### config.mk
export PLATFORM = sky130hd
export DESIGN_NAME = erase_range_planner
export DESIGN_NICKNAME = d
export VERILOG_FILES = /design/src/rtl/core/erp_pkg.sv /design/src/rtl/core/erp_in_reg.sv /design/src/rtl/core/erp_step.sv /design/src/rtl/core/erp_out_reg.sv /design/src/rtl/core/erase_range_planner.sv
export SDC_FILE = /design/constraint.sdc
export NUM_CORES = 1
export LEC_CHECK = 0
export BUFFER_PORTS_ARGS = -buffer_cell sky130_fd_sc_hd__buf_2
export CORE_ASPECT_RATIO = 0.9
export CORE_MARGIN = 2
export CORE_UTILIZATION = 50
export DETAILED_ROUTE_END_ITERATION = 16
export PLACE_DENSITY = 0.73
export SLEW_MARGIN = 20
export SYNTH_ARGS = -nofsm -noshare
export SYNTH_HDL_FRONTEND = slang
export SYNTH_SLANG_ARGS = --single-unit
### constraint.sdc
create_clock -name clk_i -period 9.2 [get_ports clk_i]
set_clock_uncertainty 0.05 [all_clocks]
set_input_delay 1.84 -clock clk_i [delete_from_list [all_inputs] [get_ports clk_i]]
set_output_delay 1.84 -clock clk_i [all_outputs]
set_load 0.01 [all_outputs]
### src/rtl/core/erp_pkg.sv
`timescale 1ns / 1ps

package erp_pkg;

  localparam int unsigned SectorBytesDef = 4096;
  localparam int unsigned TotalBytesDef  = 67108864;

  localparam int unsigned StartW = 26;
  localparam int unsigned EndW   = 27;
  localparam int unsigned StateW = 28;

  localparam logic [StateW-1:0] Blk32Bytes = StateW'(32 * 1024);
  localparam logic [StateW-1:0] Blk64Bytes = StateW'(64 * 1024);

  typedef enum logic {
    OP_START = 1'b0,
    OP_NEXT  = 1'b1
  } op_e;

  typedef enum logic [1:0] {
    KIND_NONE = 2'd0,
    KIND_4K   = 2'd1,
    KIND_32K  = 2'd2,
    KIND_64K  = 2'd3
  } kind_e;

  typedef enum logic [1:0] {
    ST_OK     = 2'd0,
    ST_RANGE  = 2'd1,
    ST_PANIC  = 2'd2,
    ST_IDLE   = 2'd3
  } status_e;

  typedef struct packed {
    op_e               op;
    logic [StartW-1:0] start_addr;
    logic [EndW-1:0]   end_addr;
  } item_t;

  typedef struct packed {
    kind_e             kind;
    logic [StartW-1:0] addr;
    status_e           status;
    logic              last;
  } result_t;

endpackage

### src/rtl/core/erp_in_reg.sv
`timescale 1ns / 1ps

module erp_in_reg (
  input  logic           clk_i,
  input  logic           rst_ni,
  input  logic           in_valid_i,
  input  erp_pkg::item_t item_i,
  input  logic           take_i,
  output logic           in_stall_o,
  output logic           valid_o,
  output erp_pkg::item_t item_o
);
  import erp_pkg::*;

  logic  valid_d, valid_q;
  item_t item_q;
  logic  load;

  assign in_stall_o = valid_q && !take_i;
  assign load       = in_valid_i && !in_stall_o;
  assign valid_d    = load || (valid_q && !take_i);

  always_ff @(posedge clk_i or negedge rst_ni) begin
    if (!rst_ni) begin
      valid_q <= 1'b0;
    end else begin
      valid_q <= valid_d;
    end
  end

  always_ff @(posedge clk_i) begin
    if (load) begin
      item_q <= item_i;
    end
  end

  assign valid_o = valid_q;
  assign item_o  = item_q;

endmodule

### src/rtl/core/erp_step.sv
`timescale 1ns / 1ps

module erp_step #(
  parameter int unsigned SECTOR_BYTES = erp_pkg::SectorBytesDef,
  parameter int unsigned TOTAL_BYTES  = erp_pkg::TotalBytesDef
) (
  input  logic             clk_i,
  input  logic             rst_ni,
  input  logic             fire_i,
  input  erp_pkg::item_t   item_i,
  output erp_pkg::result_t result_o
);
  import erp_pkg::*;

  localparam logic [StateW-1:0] SecBytes  = StateW'(SECTOR_BYTES);
  localparam logic [StateW-1:0] SecMask   = StateW'(SECTOR_BYTES - 1);
  localparam logic [StateW-1:0] Blk32Mask = Blk32Bytes - StateW'(1);
  localparam logic [StateW-1:0] Blk64Mask = Blk64Bytes - StateW'(1);
  localparam logic [StateW-1:0] TotalLim  = StateW'(TOTAL_BYTES);

  logic [StateW-1:0] cursor_d, cursor_q;
  logic [StateW-1:0] end_d, end_q;
  logic              busy_d, busy_q;

  logic [StateW-1:0] s_ext, e_ext, a_rnd, e_up, e_fin;
  logic [StateW-1:0] rem, step_size, cursor_nxt;
  kind_e             step_kind;
  logic              step_ok;
  result_t           res;

  always_comb begin
    s_ext = {{(StateW-StartW){1'b0}}, item_i.start_addr};
    e_ext = {{(StateW-EndW){1'b0}}, item_i.end_addr};
    a_rnd = s_ext & ~SecMask;
    if ((e_ext & SecMask) != '0) begin
      e_up = (e_ext & ~SecMask) + SecBytes;
    end else begin
      e_up = e_ext;
    end
    if (a_rnd == e_up) begin
      e_fin = e_up + SecBytes;
    end else begin
      e_fin = e_up;
    end
  end

  always_comb begin
    rem = end_q - cursor_q;
    step_ok = 1'b1;
    if (rem >= Blk64Bytes && (cursor_q & Blk64Mask) == '0) begin
      step_kind = KIND_64K;
      step_size = Blk64Bytes;
    end else if (rem >= Blk32Bytes && (cursor_q & Blk32Mask) == '0) begin
      step_kind = KIND_32K;
      step_size = Blk32Bytes;
    end else if (rem >= SecBytes && (cursor_q & SecMask) == '0) begin
      step_kind = KIND_4K;
      step_size = SecBytes;
    end else begin
      step_kind = KIND_NONE;
      step_size = '0;
      step_ok   = 1'b0;
    end
    cursor_nxt = cursor_q + step_size;
  end

  always_comb begin
    cursor_d = cursor_q;
    end_d    = end_q;
    busy_d   = busy_q;
    res      = '{kind: KIND_NONE, addr: '0, status: ST_IDLE, last: 1'b0};
    if (item_i.op == OP_START) begin
      res.addr = a_rnd[StartW-1:0];
      if (e_fin > TotalLim) begin
        busy_d     = 1'b0;
        res.status = ST_RANGE;
        res.last   = 1'b1;
      end else begin
        cursor_d   = a_rnd;
        end_d      = e_fin;
        busy_d     = a_rnd < e_fin;
        res.status = ST_OK;
        res.last   = !(a_rnd < e_fin);
      end
    end else if (busy_q) begin
      res.addr = cursor_q[StartW-1:0];
      if (step_ok) begin
        cursor_d   = cursor_nxt;
        busy_d     = cursor_nxt < end_q;
        res.kind   = step_kind;
        res.status = ST_OK;
        res.last   = !(cursor_nxt < end_q);
      end else begin
        busy_d     = 1'b0;
        res.status = ST_PANIC;
        res.last   = 1'b1;
      end
    end
  end

  always_ff @(posedge clk_i or negedge rst_ni) begin
    if (!rst_ni) begin
      cursor_q <= '0;
      end_q    <= '0;
      busy_q   <= 1'b0;
    end else if (fire_i) begin
      cursor_q <= cursor_d;
      end_q    <= end_d;
      busy_q   <= busy_d;
    end
  end

  assign result_o = res;

  // While a range is pending, the cursor stays sector aligned and below the end.
  assert property (@(posedge clk_i) disable iff (!rst_ni)
    busy_q |-> ((cursor_q & SecMask) == '0 && cursor_q < end_q))
    else $error("pending range has a misaligned or exhausted cursor");

  assert property (@(posedge clk_i) disable iff (!rst_ni)
    busy_q |-> (end_q <= TotalLim && (end_q & SecMask) == '0))
    else $error("pending range end is beyond flash or misaligned");

  assert property (@(posedge clk_i) disable iff (!rst_ni)
    (fire_i && item_i.op == OP_NEXT && busy_q) |-> (res.status != ST_PANIC))
    else $error("erase command planning reached the panic path");

  assert property (@(posedge clk_i) disable iff (!rst_ni)
    (fire_i && res.last) |=> !busy_q)
    else $error("range still pending after its last transfer");

endmodule

### src/rtl/core/erp_out_reg.sv
`timescale 1ns / 1ps

module erp_out_reg (
  input  logic             clk_i,
  input  logic             rst_ni,
  input  logic             valid_i,
  input  erp_pkg::result_t result_i,
  input  logic             out_stall_i,
  output logic             take_o,
  output logic             out_valid_o,
  output erp_pkg::result_t result_o
);
  import erp_pkg::*;

  logic    valid_d, valid_q;
  result_t result_q;

  assign take_o  = valid_i && (!valid_q || !out_stall_i);
  assign valid_d = take_o || (valid_q && out_stall_i);

  always_ff @(posedge clk_i or negedge rst_ni) begin
    if (!rst_ni) begin
      valid_q <= 1'b0;
    end else begin
      valid_q <= valid_d;
    end
  end

  always_ff @(posedge clk_i) begin
    if (take_o) begin
      result_q <= result_i;
    end
  end

  assign out_valid_o = valid_q;
  assign result_o    = result_q;

endmodule

### src/rtl/core/erase_range_planner.sv
`timescale 1ns / 1ps

// Channel  Direction  Handshake                 Payload
// input    in         in_valid_i / in_stall_o   operation_i, start_addr_i, end_addr_i
// output   out        out_valid_o / out_stall_i erase_kind_o, erase_addr_o, status_o, last_o
//
// Every transfer in produces exactly one transfer out, through the input register and then the result register.
// One item is taken per cycle while the output does not stall; the limit is the single
// planning stage that updates the cursor and end registers before the next item reads them.
// Reset clears the cursor, the end, the pending flag and both valid flags.
// A stall on the output holds the result register and then the input register.

module erase_range_planner #(
  parameter int unsigned SECTOR_BYTES = erp_pkg::SectorBytesDef,
  parameter int unsigned TOTAL_BYTES  = erp_pkg::TotalBytesDef
) (
  input  logic        clk_i,
  input  logic        rst_ni,
  input  logic        in_valid_i,
  output logic        in_stall_o,
  input  logic        operation_i,
  input  logic [25:0] start_addr_i,
  input  logic [26:0] end_addr_i,
  output logic        out_valid_o,
  input  logic        out_stall_i,
  output logic [1:0]  erase_kind_o,
  output logic [25:0] erase_addr_o,
  output logic [1:0]  status_o,
  output logic        last_o
);
  import erp_pkg::*;

  item_t   in_item, held_item;
  logic    held_valid;
  logic    take;
  result_t step_res, out_res;

  assign in_item = '{op: op_e'(operation_i), start_addr: start_addr_i, end_addr: end_addr_i};

  erp_in_reg u_in_reg (
    .clk_i      (clk_i),
    .rst_ni     (rst_ni),
    .in_valid_i (in_valid_i),
    .item_i     (in_item),
    .take_i     (take),
    .in_stall_o (in_stall_o),
    .valid_o    (held_valid),
    .item_o     (held_item)
  );

  erp_step #(
    .SECTOR_BYTES (SECTOR_BYTES),
    .TOTAL_BYTES  (TOTAL_BYTES)
  ) u_step (
    .clk_i    (clk_i),
    .rst_ni   (rst_ni),
    .fire_i   (take),
    .item_i   (held_item),
    .result_o (step_res)
  );

  erp_out_reg u_out_reg (
    .clk_i       (clk_i),
    .rst_ni      (rst_ni),
    .valid_i     (held_valid),
    .result_i    (step_res),
    .out_stall_i (out_stall_i),
    .take_o      (take),
    .out_valid_o (out_valid_o),
    .result_o    (out_res)
  );

  assign erase_kind_o = out_res.kind;
  assign erase_addr_o = out_res.addr;
  assign status_o     = out_res.status;
  assign last_o       = out_res.last;

endmodule
* Word-level counts from Yosys, hierarchy flattened *
Cells that the tools add are included.

word-level totals
  bits in registers = 144
  latch bits = 0
  memory bits (writable) = 0
  bits in read-only memories = 0
  input bits = 58
  output and inout bits = 33
  logic and storage cells = 76
  memories = 0

operators by class
  $add $sub $neg = 4
  $mul = 0
  divide/modulo/power cells = 0
  order comparisons = 6
  eq/ne operators = 4
  shift operators = 0
  multiplexer cells = 23
  bitwise logic cells = 2
  reduce and logical (&&, ||, !) cells = 24

operators with widths
  kind                      count
  $mux W28                  8
  $logic_not A28 Y1         3
  $mux W29                  2
  $add A27 B13 Y28 const B  1
  $add A28 B13 Y28 const B  1
  $add A28 B28 Y28          1
  $eq A26 B28 Y1            1
  $ge A28 B13 Y1 const B    1
  $ge A28 B16 Y1 const B    1
  $ge A28 B17 Y1 const B    1
  $gt A28 B27 Y1 const B    1
  $lt A26 B28 Y1            1
  $lt A28 B28 Y1            1
  $reduce_bool A28 Y1       1
  $sub A28 B28 Y28          1
  $mux W13                  1
  $mux W1                   8
  $logic_and A1 B1 Y1       7
  $logic_not A1 Y1          6
  $mux W2                   3
  $reduce_and A3 Y1         2
  $ne A2 B1 Y1 const B      2
  $reduce_and A4 Y1         1
  $logic_or A1 B1 Y1        3
  4 further kinds           5

* Depth between registers and ports, before layout *
Gate-level depths: netlist (run 1).

  word-level depth = 12
  mapped depth = 27

* Hierarchy *
From an unflattened synthesis (run 1), not the netlist that was laid out.

unflattened totals
  cell total of the unflattened synthesis = 856
  area, all modules = 8694.6 µm²

by module, submodules not included
  module       instances  cells an instance  area an instance (µm²)  seq. area each (µm²)
  erp_step     1          763                6040.8                  1126.1
  erp_in_reg   1          59                 1679.1                  1646.6
  erp_out_reg  1          34                 974.7                   955.9

* Least setup slack after synthesis (run 1) *
Ideal clock, no wire load.

  path kind = register -> register
  start = register u_step.cursor_q[14]
  end = register u_out_reg.result_q, in the netlist u_out_reg.result_o[0] (data pin)
  library setup time = 0.271 ns
  arrival = 5.239 ns
  path slack = 3.640 ns
  cell stages (with the launch flop) = 25
  period minus slack after synthesis = 5.560 ns
  path through = dfrtp_1 -> inv_1 -> ha_1 -> a21oi_1 -> a21boi_0 -> a311oi_1 -> mux2_2 -> a21oi_1 -> o2111ai_1 -> nor4_1 -> mux2_2 -> nor2_1 -> ha_1 -> a41o_1 -> a21oi_1 -> nor3_1 -> and2_1 -> xnor2_1 -> ha_1 -> a21oi_1 -> nor2b_1 -> o21ai_0 -> nand4b_1 -> a21oi_1 -> o32ai_1

RTL lines
  what                    RTL line           RTL
  from (decl)             erp_step.sv:21     logic [StateW-1:0] cursor_d, cursor_q;
  from (signal assigned)  erp_step.sv:107    cursor_q <= cursor_d;
  to (signal assigned)    erp_out_reg.sv:31  result_q <= result_i;
  to (decl)               erp_out_reg.sv:16  result_t result_q;

==> out/summary.txt, run 1 <==
Run status = completed
Critical Path Start = u_step.cursor_q[14]
Final net count = 907
Largest net degree at the start of global routing = 48
Final setup fails = 0
Final Hold Viols = 0
Period minus WS final = 7.00 ns
Part of the Yosys area used for sequential elements = 0.408
Highest net fanout along the worst path = 6
DRT Wirelength = 16,900 µm
CP most frequent cell = a21oi_1
Sw frac = 0.366
Primary FF master, synth = edfxtp_1
CP Data Required Time = 9.24 ns
NetSw = 666 µW
Combinational power share = 0.406
First-pass GRT wire length = 28,100 µm
Vias per cell = 5.77
Worst EP arrival = 7.04 ns
Initial antenna violation count = 0
Mapped Avg Cell Area = 9.90 µm²
Area grow syn2layout = 10.1%
Share of cells above drive strength 1 = 0.136
Sink Count = 108
WL/cell = 16.9 µm
I/O pins = 91
Xor and xnor area share after synthesis = 0.0719
Compound-Gate Fraction of Synth Area = 0.153
Worst R2R Start = u_step.cursor_q[14]
Vias in the first global route = 5,621
Fmax achieved = 143 MHz
Starting Density = 0.507
CP top delay family = compound AO/OA/AOI/OAI gates
Hold Path Class = flop to flop
Synth Instances = 745
Most common cell after layout, fill and taps aside = buf_2
Core area = 0.0146 mm²
Slew Limit Headroom = 0.307
RSZ-0062 raised after global routing = no
Mux cell area share after synthesis = 0.0365
CTS buffer count = 9
Post_cts resized = 0
Internal = 1150 µW
FF+latch count, synth = 108
Critical path class = flop to flop
Dpl hpwl = 12,600 µm
GP Congestion = 0.881
Power per cell area = 224 mW/mm²
H-tree depth = 3
CP peak stage delay = 0.89 ns
Post-Synth Adder-Cell Area = 0.0865
Clk buf depth = 2
Clock Pin Slew Worst Setup and Hold Paths = 0.07 ns
Postcts setup bufs = 0
Simple logic cell fraction of the synthesized area = 0.187
DRT Pass-1 Iters = 6
WP buf/inv = 1
Gr usage total = 0.224
Detailed-route DRC error count = 0
CP Capture Type = flop
Worst IR Drop VDD = 0.149 mV
Initial DRC Count = 452
Routed via count = 5,773
Min-Delay Startpoint = u_step.end_q[4]
Post-layout util = 0.558
Reg power frac = 0.365
# rows = 42
Worst setup SP type = flop
Width of the chip = 132 µm
Antenna Nets Post-Route = 0
Die Y = 119 µm
Die ar. = 0.0157 mm²
Slowest cell on crit path = nor4_1
Post-synthesis instance area = 0.00737 mm²
Hold buffers post-CTS = 0
Slew @ Worst Pin = 1.03 ns
Crit share post-route = 0.761
PortBufs = 66
CTS Root Cell = clkbuf_16
Antenna diodes = 0
Largest family of logic cells by synthesized area = simple AND/OR/NAND/NOR gates
Synth Warn # = 0
Post-synth ARST share = 0.435
Slew Viols, Final = 0
Leak pwr = 0.00336 µW
Synth cell types = 76
Gr ovfl total = 0
Setup TNS = 0 ns
Clock power share = 0.229
Most frequent cells in the layout = 66 x buf_2, 61 x edfxtp_1, 53 x inv_1
CTS tree = done
Max-cap violation count = 0
Post-synth EDFFs = 61
Worst-skew pair later-pin latency = 0.36 ns
## per-stage QoR
| step | worst slack [ns] | hold slack (ns) | cell area, µm² | std cells | total power (µW) |
|---|---|---|---|---|---|
| 2_1_floorplan | 3.64 | 0.404 | 7410 | 756 | 1220 |
| 3_3_place_gp | 2.54 | 0.418 | 7810 | 985 | 1380 |
| 3_5_place_dp | 2.45 | 0.423 | 7810 | 985 | 1390 |
| 4_1_cts | 2.39 | 0.445 | 8120 | 1001 | 1820 |
| 5_1_grt | 1.63 | 0.456 | 8120 | 1001 | 1960 |
| 6_report | 2.20 | 0.441 | 8120 | 1001 | 1820 |
## synthesized netlist by cell type, types with 3 or more instances
master / number / share of area
a21o_1: 13 / 0.013
a21oi_1: 27 / 0.018
a221oi_1: 4 / 0.0048
a22o_1: 3 / 0.0036
a31oi_1: 8 / 0.0068
and2_1: 21 / 0.018
and3_1: 6 / 0.0051
and4_1: 3 / 0.0036
buf_2: 4 / 0.0027
buf_4: 14 / 0.014
clkbuf_1: 17 / 0.0087
dfrtp_1: 47 / 0.16
edfxtp_1: 61 / 0.25
ha_1: 51 / 0.087
inv_1: 53 / 0.027
mux2_2: 3 / 0.0046
mux2i_1: 22 / 0.030
nand2_1: 51 / 0.026
nand2b_1: 6 / 0.0051
nand3_1: 40 / 0.027
nand3b_1: 3 / 0.0031
nand4_1: 15 / 0.013
nor2_1: 28 / 0.014
nor2b_1: 12 / 0.010
nor3_1: 24 / 0.016
nor3b_1: 3 / 0.0031
nor4_1: 9 / 0.0076
o2111ai_1: 4 / 0.0048
o211a_1: 3 / 0.0041
o211ai_1: 12 / 0.012
o21a_1: 4 / 0.0041
o21ai_0: 32 / 0.022
o21ai_1: 5 / 0.0034
o221ai_2: 7 / 0.014
o22ai_1: 4 / 0.0034
o311ai_0: 3 / 0.0036
o31ai_1: 3 / 0.0031
or3_1: 9 / 0.0076
or4_1: 5 / 0.0051
xnor2_1: 47 / 0.056
xor2_1: 11 / 0.013
## final timing paths
path / end / slack (ns) / depth (start not counted)
worst max-delay path: u_out_reg.result_o[0] / 2.20 / 25
min in group asynchronous: u_out_reg.out_valid_o / 1.53 / 2
worst min-delay path: u_step.end_q[4] / 0.44 / 1
worst max register to register: u_out_reg.result_o[0] / 2.20 / 25
max in group asynchronous: u_step.end_q[25] / 7.15 / 2
worst min register to register: u_step.end_q[4] / 0.44 / 1
## power by group through the flow
| stage | Combinational [µW] | Clock (µW) | Sequential [µW] |
|---|---|---|---|
| floorplan | 578 | 0 | 646 |
| global placement | 709 | 0 | 668 |
| detailed placement | 724 | 0 | 670 |
| CTS | 731 | 426 | 660 |
| global route | 838 | 445 | 673 |
| finish | 738 | 416 | 663 |
## state kept, by name, indices dropped and copies added, names as in the netlist
signal / cells
u_in_reg.valid_o: 1
u_step.cursor_q: 16
u_out_reg.out_valid_o: 1
u_in_reg.item_o: 42
u_out_reg.result_o: 19
u_step.busy_q: 1
u_step.end_q: 28
## final cells by class
cell class / instances / area (µm²)
multi-input cells: 556 / 4000
fillers: 1243 / 6440
repair buffers: 70 / 360
well taps: 198 / 248
inverters: 53 / 199
clock inverters: 4 / 73.8
clock buffers: 12 / 236
flip-flops and latches: 108 / 3010
## logic make-up (layout without fill, tap and decap cells)
group                      count (synthesis)  in the layout
AOI/OAI and AO/OA                        157            157
xor gates and xnor gates                  59             59
adders and majority gates                 51             51
buffers and inverters                     92            139
DFF                                      108            108
muxes                                     26             26
other                                      1             12
and+or+nand+nor                          251            251
## routing by layer
| metal | share of wire | GRT usage |
|---|---|---|
| met1 | 0.47 | 0.304 |
| met4 | 0.029 | 0.0890 |
| met2 | 0.45 | 0.354 |
| met3 | 0.058 | 0.0460 |
| met5 | 0 | 0 |
Power figures use the tool's default switching activity.
==> inputs of run 2 (changes only) <==
==> constraint.sdc (replaced) <==
create_clock -name clk_i -period 7.2 [get_ports clk_i]
set_clock_uncertainty 0.05 [all_clocks]
set_input_delay 1.44 -clock clk_i [delete_from_list [all_inputs] [get_ports clk_i]]
set_output_delay 1.44 -clock clk_i [all_outputs]
set_load 0.01 [all_outputs]
==> run 2 against run 1 <==
Compared with the run above:
- cell area hardly changed
- utilization about the same
- sequential power up 28%
- non-clock buffer count increased by 2
- critical path type unchanged
==> out/summary.txt, run 2 (synthesis results as in run 1) <==
Hold buffers post-CTS = 0 (unchanged)
Clock power share = 0.211 (-0.018)
CTS tree = done
CTS Root Cell = clkbuf_16
Reg power frac = 0.372 (+0.007)
GP Congestion = 0.882 (+0.17%)
Combinational power share = 0.417 (+0.011)
Die ar. = 0.0157 mm² (unchanged)
WL/cell = 17.0 µm (+0.60%)
Final net count = 909 (+0.22%)
WP buf/inv = 2 (+1)
Slew @ Worst Pin = 0.909 ns (-0.120 ns)
Routed via count = 5,844 (+1.2%)
Detailed-route DRC error count = 0 (unchanged)
I/O pins = 91 (unchanged)
Most common cell after layout, fill and taps aside = buf_2
Die Y = 119 µm (unchanged)
Placed cell count = 987 (+0.20%)
Post_cts resized = 0 (unchanged)
Post-layout util = 0.557 (about the same)
Max-cap violation count = 0 (unchanged)
Internal = 1420 µW (+23%)
Width of the chip = 132 µm (unchanged)
Worst IR Drop VDD = 0.169 mV (+13%)
RSZ-0062 raised after global routing = no
Final Hold Viols = 0 (unchanged)
CP Data Required Time = 7.24 ns (-2.00 ns)
Area grow syn2layout = 10.0% (about the same)
Share of cells above drive strength 1 = 0.142 (+0.00587)
Leak pwr = 0.00336 µW (+0.18%)
Highest net fanout along the worst path = 6 (unchanged)
PortBufs = 66 (unchanged)
Antenna Nets Post-Route = 0 (unchanged)
Worst-skew pair later-pin latency = 0.36 ns (about the same)
End of the worst hold path = u_out_reg.out_valid_o
Worst R2R Start = u_step.cursor_q[14]
Power per cell area = 281 mW/mm² (+26%)
Worst EP arrival = 6.47 ns (-0.57 ns)
CTS buffer count = 9 (unchanged)
# rows = 42 (unchanged)
CP Capture Type = flop
Hold Path Class = flop to flop
Sink Count = 108 (unchanged)
DRT Pass-1 Iters = 6 (unchanged)
Min Hold Slack = 0.435 ns (-0.00603 ns)
Initial antenna violation count = 0 (unchanged)
Gr usage total = 0.224 (-0.000452)
Crit share post-route = 0.893 (+0.132)
DRT Wirelength = 17,000 µm (+0.80%)
Largest net degree at the start of global routing = 48 (unchanged)
Dpl hpwl = 12,800 µm (+1.4%)
Clock Pin Slew Worst Setup and Hold Paths = 0.07 ns (about the same)
Initial DRC Count = 367 (-19%)
Vias per cell = 5.83 (+1.0%)
Sw frac = 0.378 (+0.0114)
Fmax achieved = 156 MHz (+8.9%)
Antenna diodes = 0 (unchanged)
Hold depth = 1 (unchanged)
Non-filler cells, final = 1,003 (+0.20%)
CP top delay family = compound AO/OA/AOI/OAI gates
H-tree depth = 3 (unchanged)
Slew Limit Headroom = 0.394 (+0.0866)
Critical path class = flop to flop
Setup TNS = 0 ns (unchanged)
Run status = completed
First-pass GRT wire length = 28,000 µm (-0.27%)
Gr ovfl total = 0 (unchanged)
Final setup fails = 0 (unchanged)
Min-Delay Startpoint = u_in_reg.valid_o
CP most frequent cell = a21oi_1
Vias in the first global route = 5,624 (+0.053%)
Max reg flops = 42 (unchanged)
Most frequent cells in the layout = 65 x buf_2, 61 x edfxtp_1, 53 x inv_1
Starting Density = 0.507 (unchanged)
CP peak stage delay = 0.53 ns (-0.36 ns)
Slew Viols, Final = 0 (unchanged)
FF-to-FF setup slack = 0.77 ns (-1.43 ns)
Postcts setup bufs = 0 (unchanged)
Clk buf depth = 2 (unchanged)
Worst setup SP type = flop
R2R depth = 26 (+4.0%)
Period minus WS final = 6.43 ns (-0.572 ns)
Reg2reg end = u_out_reg.result_o[0]
NetSw = 863 µW (+30%)
Core area = 0.0146 mm² (unchanged)
Slowest cell on crit path = a311oi_1
run 2: worst register-to-register path, cell delays in order, from the launching register on:
cell	delay (ns)
dfrtp_1	0.42
inv_1	0.11
ha_1	0.32
a21oi_1	0.21
a21boi_0	0.28
a311oi_1	0.53
mux2_2	0.39
a21oi_1	0.15
o2111ai_1	0.13
nor4_1	0.29
buf_4	0.19
a21oi_1	0.08
a21oi_1	0.15
ha_1	0.24
ha_1	0.21
a31oi_1	0.14
nor2b_1	0.17
nor2_1	0.08
nor3_1	0.51
nand3_1	0.19
xnor2_1	0.24
ha_1	0.28
nor2b_1	0.13
o21ai_0	0.15
nand4b_1	0.14
a21oi_1	0.23
o32ai_1	0.16
run 2: area by class of cell:
class / count / area, µm²
Clock inverter: 5 / 33.8
Inverter: 53 / 199
Tap cell: 198 / 248
Timing Repair Buffer: 72 / 378
Clock buffer: 11 / 253
Fill cell: 1291 / 6440
Sequential cell: 108 / 3010
Multi-Input combinational cell: 556 / 4000
run 2: worst max path at each step:
stage	from	slack (ns)	to	cells after the start
floorplan	u_step.cursor_q[14]	1.64	u_out_reg.result_o[0]	24
global placement	u_step.cursor_q[14]	1.09	u_out_reg.result_o[0]	25
detailed placement	u_step.cursor_q[14]	0.89	u_out_reg.result_o[0]	26
CTS	u_step.cursor_q[14]	0.82	u_out_reg.result_o[0]	26
global route	u_step.cursor_q[14]	0.35	u_out_reg.result_o[0]	26
finish	u_step.cursor_q[14]	0.77	u_out_reg.result_o[0]	26
run 2: layer usage:
layer,vias up,wire (µm),track usage,share of wire
met3,24,937,0.0443,0.055
met4,0,353,0.0774,0.021
met1,2769,7920,0.303,0.46
li1,2842,-,-,-
met5,-,0,0,0
met2,209,7820,0.361,0.46
run 2: stage by stage:
stage               power, µW  setup WS [ns]  cell area, µm²
floorplan                1560           1.64            7410
global placement         1760           1.09            7830
detailed placement       1790          0.887            7830
CTS                      2280          0.817            8110
global route             2450          0.351            8110
finish                   2280          0.771            8110
run 2: power by group through the flow:
stage | Sequential (µW) | Clock (µW) | Combinational, µW
floorplan | 825 | 0 | 738
global placement | 855 | 0 | 906
detailed placement | 857 | 0 | 929
CTS | 845 | 496 | 940
global route | 859 | 521 | 1070
finish | 849 | 481 | 953
==> inputs of run 3 (changes only) <==
--- a/config.mk
+++ b/config.mk
@@ -6,11 +6,13 @@
 export NUM_CORES = 1
 export LEC_CHECK = 0
 export BUFFER_PORTS_ARGS = -buffer_cell sky130_fd_sc_hd__buf_2
+export CELL_PAD_IN_SITES_DETAIL_PLACEMENT = 0
+export CELL_PAD_IN_SITES_GLOBAL_PLACEMENT = 1
 export CORE_ASPECT_RATIO = 0.9
 export CORE_MARGIN = 2
-export CORE_UTILIZATION = 50
+export CORE_UTILIZATION = 46
 export DETAILED_ROUTE_END_ITERATION = 16
-export PLACE_DENSITY = 0.73
+export PLACE_DENSITY = 0.84
 export SLEW_MARGIN = 20
 export SYNTH_ARGS = -nofsm -noshare
 export SYNTH_HDL_FRONTEND = slang
==> run 3 against run 2 <==
Compared with the run above:
- worst hold slack improved by 0.0050 ns
- highest routed layer unchanged
- critical path depth decreased by 1
- clock power decreased by 1%
- global-route usage decreased by 0.51 points
- utilization decreased by 3.5 points
- count of clock-buffer cells in the layout unchanged
- worst setup slack got worse by 0.10 ns
- largest power group unchanged
- critical endpoint unchanged
==> out/summary.txt, run 3 (synthesis results as in run 1) <==
# rows = 43 (+2.4%)
RSZ-0062 raised after global routing = no
Worst setup SP type = flop
Clock Pin Slew Worst Setup and Hold Paths = 0.08 ns (about the same)
Slew Viols, Final = 0 (unchanged)
CP Data Required Time = 7.24 ns (about the same)
Dpl hpwl = 13,500 µm (+5.7%)
Worst R2R Start = u_step.cursor_q[14]
Max reg flops = 42 (unchanged)
Min-Delay Startpoint = u_step.end_q[10]
DP Area = 0.00784 mm² (+0.19%)
Hold buffers post-CTS = 0 (unchanged)
Most frequent cells in the layout = 65 x buf_2, 61 x edfxtp_1, 53 x inv_1
Internal = 1410 µW (-0.61%)
Starting Density = 0.474 (-0.0323)
Slew @ Worst Pin = 0.909 ns (-0.0000184 ns)
Placed cell count = 993 (+0.61%)
I/O pins = 91 (unchanged)
Core area = 0.0155 mm² (+6.8%)
Final net count = 911 (+0.22%)
Min Hold Slack = 0.440 ns (+0.00499 ns)
Combinational power share = 0.424 (+0.007)
Non-filler cells, final = 1,009 (+0.60%)
Vias per cell = 5.83 (about the same)
Gr usage total = 0.219 (-0.00512)
Die ar. = 0.0171 mm² (+8.4%)
Run status = completed
Final Instance Area = 0.00812 mm² (about the same)
Postcts setup bufs = 0 (unchanged)
Final worst slack = 0.670 ns (-0.101 ns)
Slew Limit Headroom = 0.394 (about the same)
Vias in the first global route = 5,574 (-0.89%)
Die Y = 124 µm (+4.1%)
Leak pwr = 0.00336 µW (about the same)
DRT Pass-1 Iters = 5 (-1)
Power per cell area = 281 mW/mm² (about the same)
Post_cts resized = 0 (unchanged)
Clk buf depth = 2 (unchanged)
PortBufs = 66 (unchanged)
H-tree depth = 3 (unchanged)
Reg power frac = 0.368 (-0.004)
Routed via count = 5,880 (+0.62%)
Sw frac = 0.382 (+0.00388)
First-pass GRT wire length = 28,600 µm (+2.3%)
CP top delay family = compound AO/OA/AOI/OAI gates
Most common cell after layout, fill and taps aside = buf_2
Worst IR Drop VDD = 0.138 mV (-18%)
Clock power share = 0.208 (-0.003)
Hold Path Class = flop to flop
CP most frequent cell = a21oi_1
WP buf/inv = 2 (unchanged)
Worst EP arrival = 6.57 ns (+0.10 ns)
CTS Root Cell = clkbuf_16
Sink Count = 108 (unchanged)
Gr ovfl total = 0 (unchanged)
Crit share post-route = 0.907 (+0.0140)
Max-cap violation count = 0 (unchanged)
Antenna Nets Post-Route = 0 (unchanged)
NetSw = 872 µW (+1.0%)
DRT Wirelength = 17,700 µm (+4.0%)
Initial antenna violation count = 0 (unchanged)
Setup TNS = 0 ns (unchanged)
FF-to-FF setup slack = 0.67 ns (-0.10 ns)
Width of the chip = 137 µm (+4.1%)
GP Congestion = 0.888 (+0.68%)
Largest net degree at the start of global routing = 48 (unchanged)
Final setup fails = 0 (unchanged)
WL/cell = 17.5 µm (+3.4%)
Final Hold Viols = 0 (unchanged)
Critical path class = flop to flop
Share of cells above drive strength 1 = 0.141 (-0.000351)
Filler Cells Inserted = 1,380 (+6.9%)
Highest net fanout along the worst path = 6 (unchanged)
Critical Path Start = u_step.cursor_q[14]
Area grow syn2layout = 10.1% (about the same)
Period minus WS final = 6.53 ns (+0.101 ns)
Fmax achieved = 153 MHz (-1.5%)
CP Capture Type = flop
Antenna diodes = 0 (unchanged)
Slowest cell on crit path = a311oi_1
CTS tree = done
Initial DRC Count = 452 (+23%)
Worst-skew pair later-pin latency = 0.37 ns (about the same)
CTS buffer count = 9 (unchanged)
Detailed-route DRC error count = 0 (unchanged)
Worst slack at placement = 0.836 ns (-0.0512 ns)
CP peak stage delay = 0.60 ns (+0.07 ns)
## run 3: worst paths after layout
check,depth (start not counted),to
setup / recovery,25,u_out_reg.result_o[0]
hold / removal,1,u_step.end_q[10]
setup reg to reg,25,u_out_reg.result_o[0]
hold reg to reg,1,u_step.end_q[10]
max in group asynchronous,1,u_step.end_q[18]
min in group asynchronous,1,u_step.end_q[7]
## run 3: area by class of cell
type / count / area (µm²) / share of cell area
inverter: 53 / 199 / 0.0245
clock buffer: 11 / 243 / 0.0299
sequential: 108 / 3010 / 0.370
tap: 202 / 253 / 0.0311
timing repair buffer: 74 / 393 / 0.0484
clock inverter: 5 / 36.3 / 0.00447
multi-input combinational: 556 / 3990 / 0.491
## run 3: metrics by stage
step,utilization,power (µW)
finish,0.522,2280
global route,0.522,2450
CTS,0.522,2280
detailed placement,0.504,1800
global placement,0.504,1760
floorplan,-,1560
## run 3: layer usage
layer / global-route usage / up-vias / share of wire
li1: - / 2855 / -
met3: 0.0354 / 33 / 0.052
met5: 0 / - / 0
met1: 0.297 / 2800 / 0.45
met2: 0.355 / 192 / 0.48
met4: 0.0780 / 0 / 0.024
## run 3: power groups by stage
stage                     clock [µW]  combinational (µW)  sequential (µW)
after floorplan                    0                 738              825
after global placement             0                 910              846
after detailed placement           0                 949              850
after CTS                        486                 956              838
after global routing             513                1090              852
final                            475                 967              841
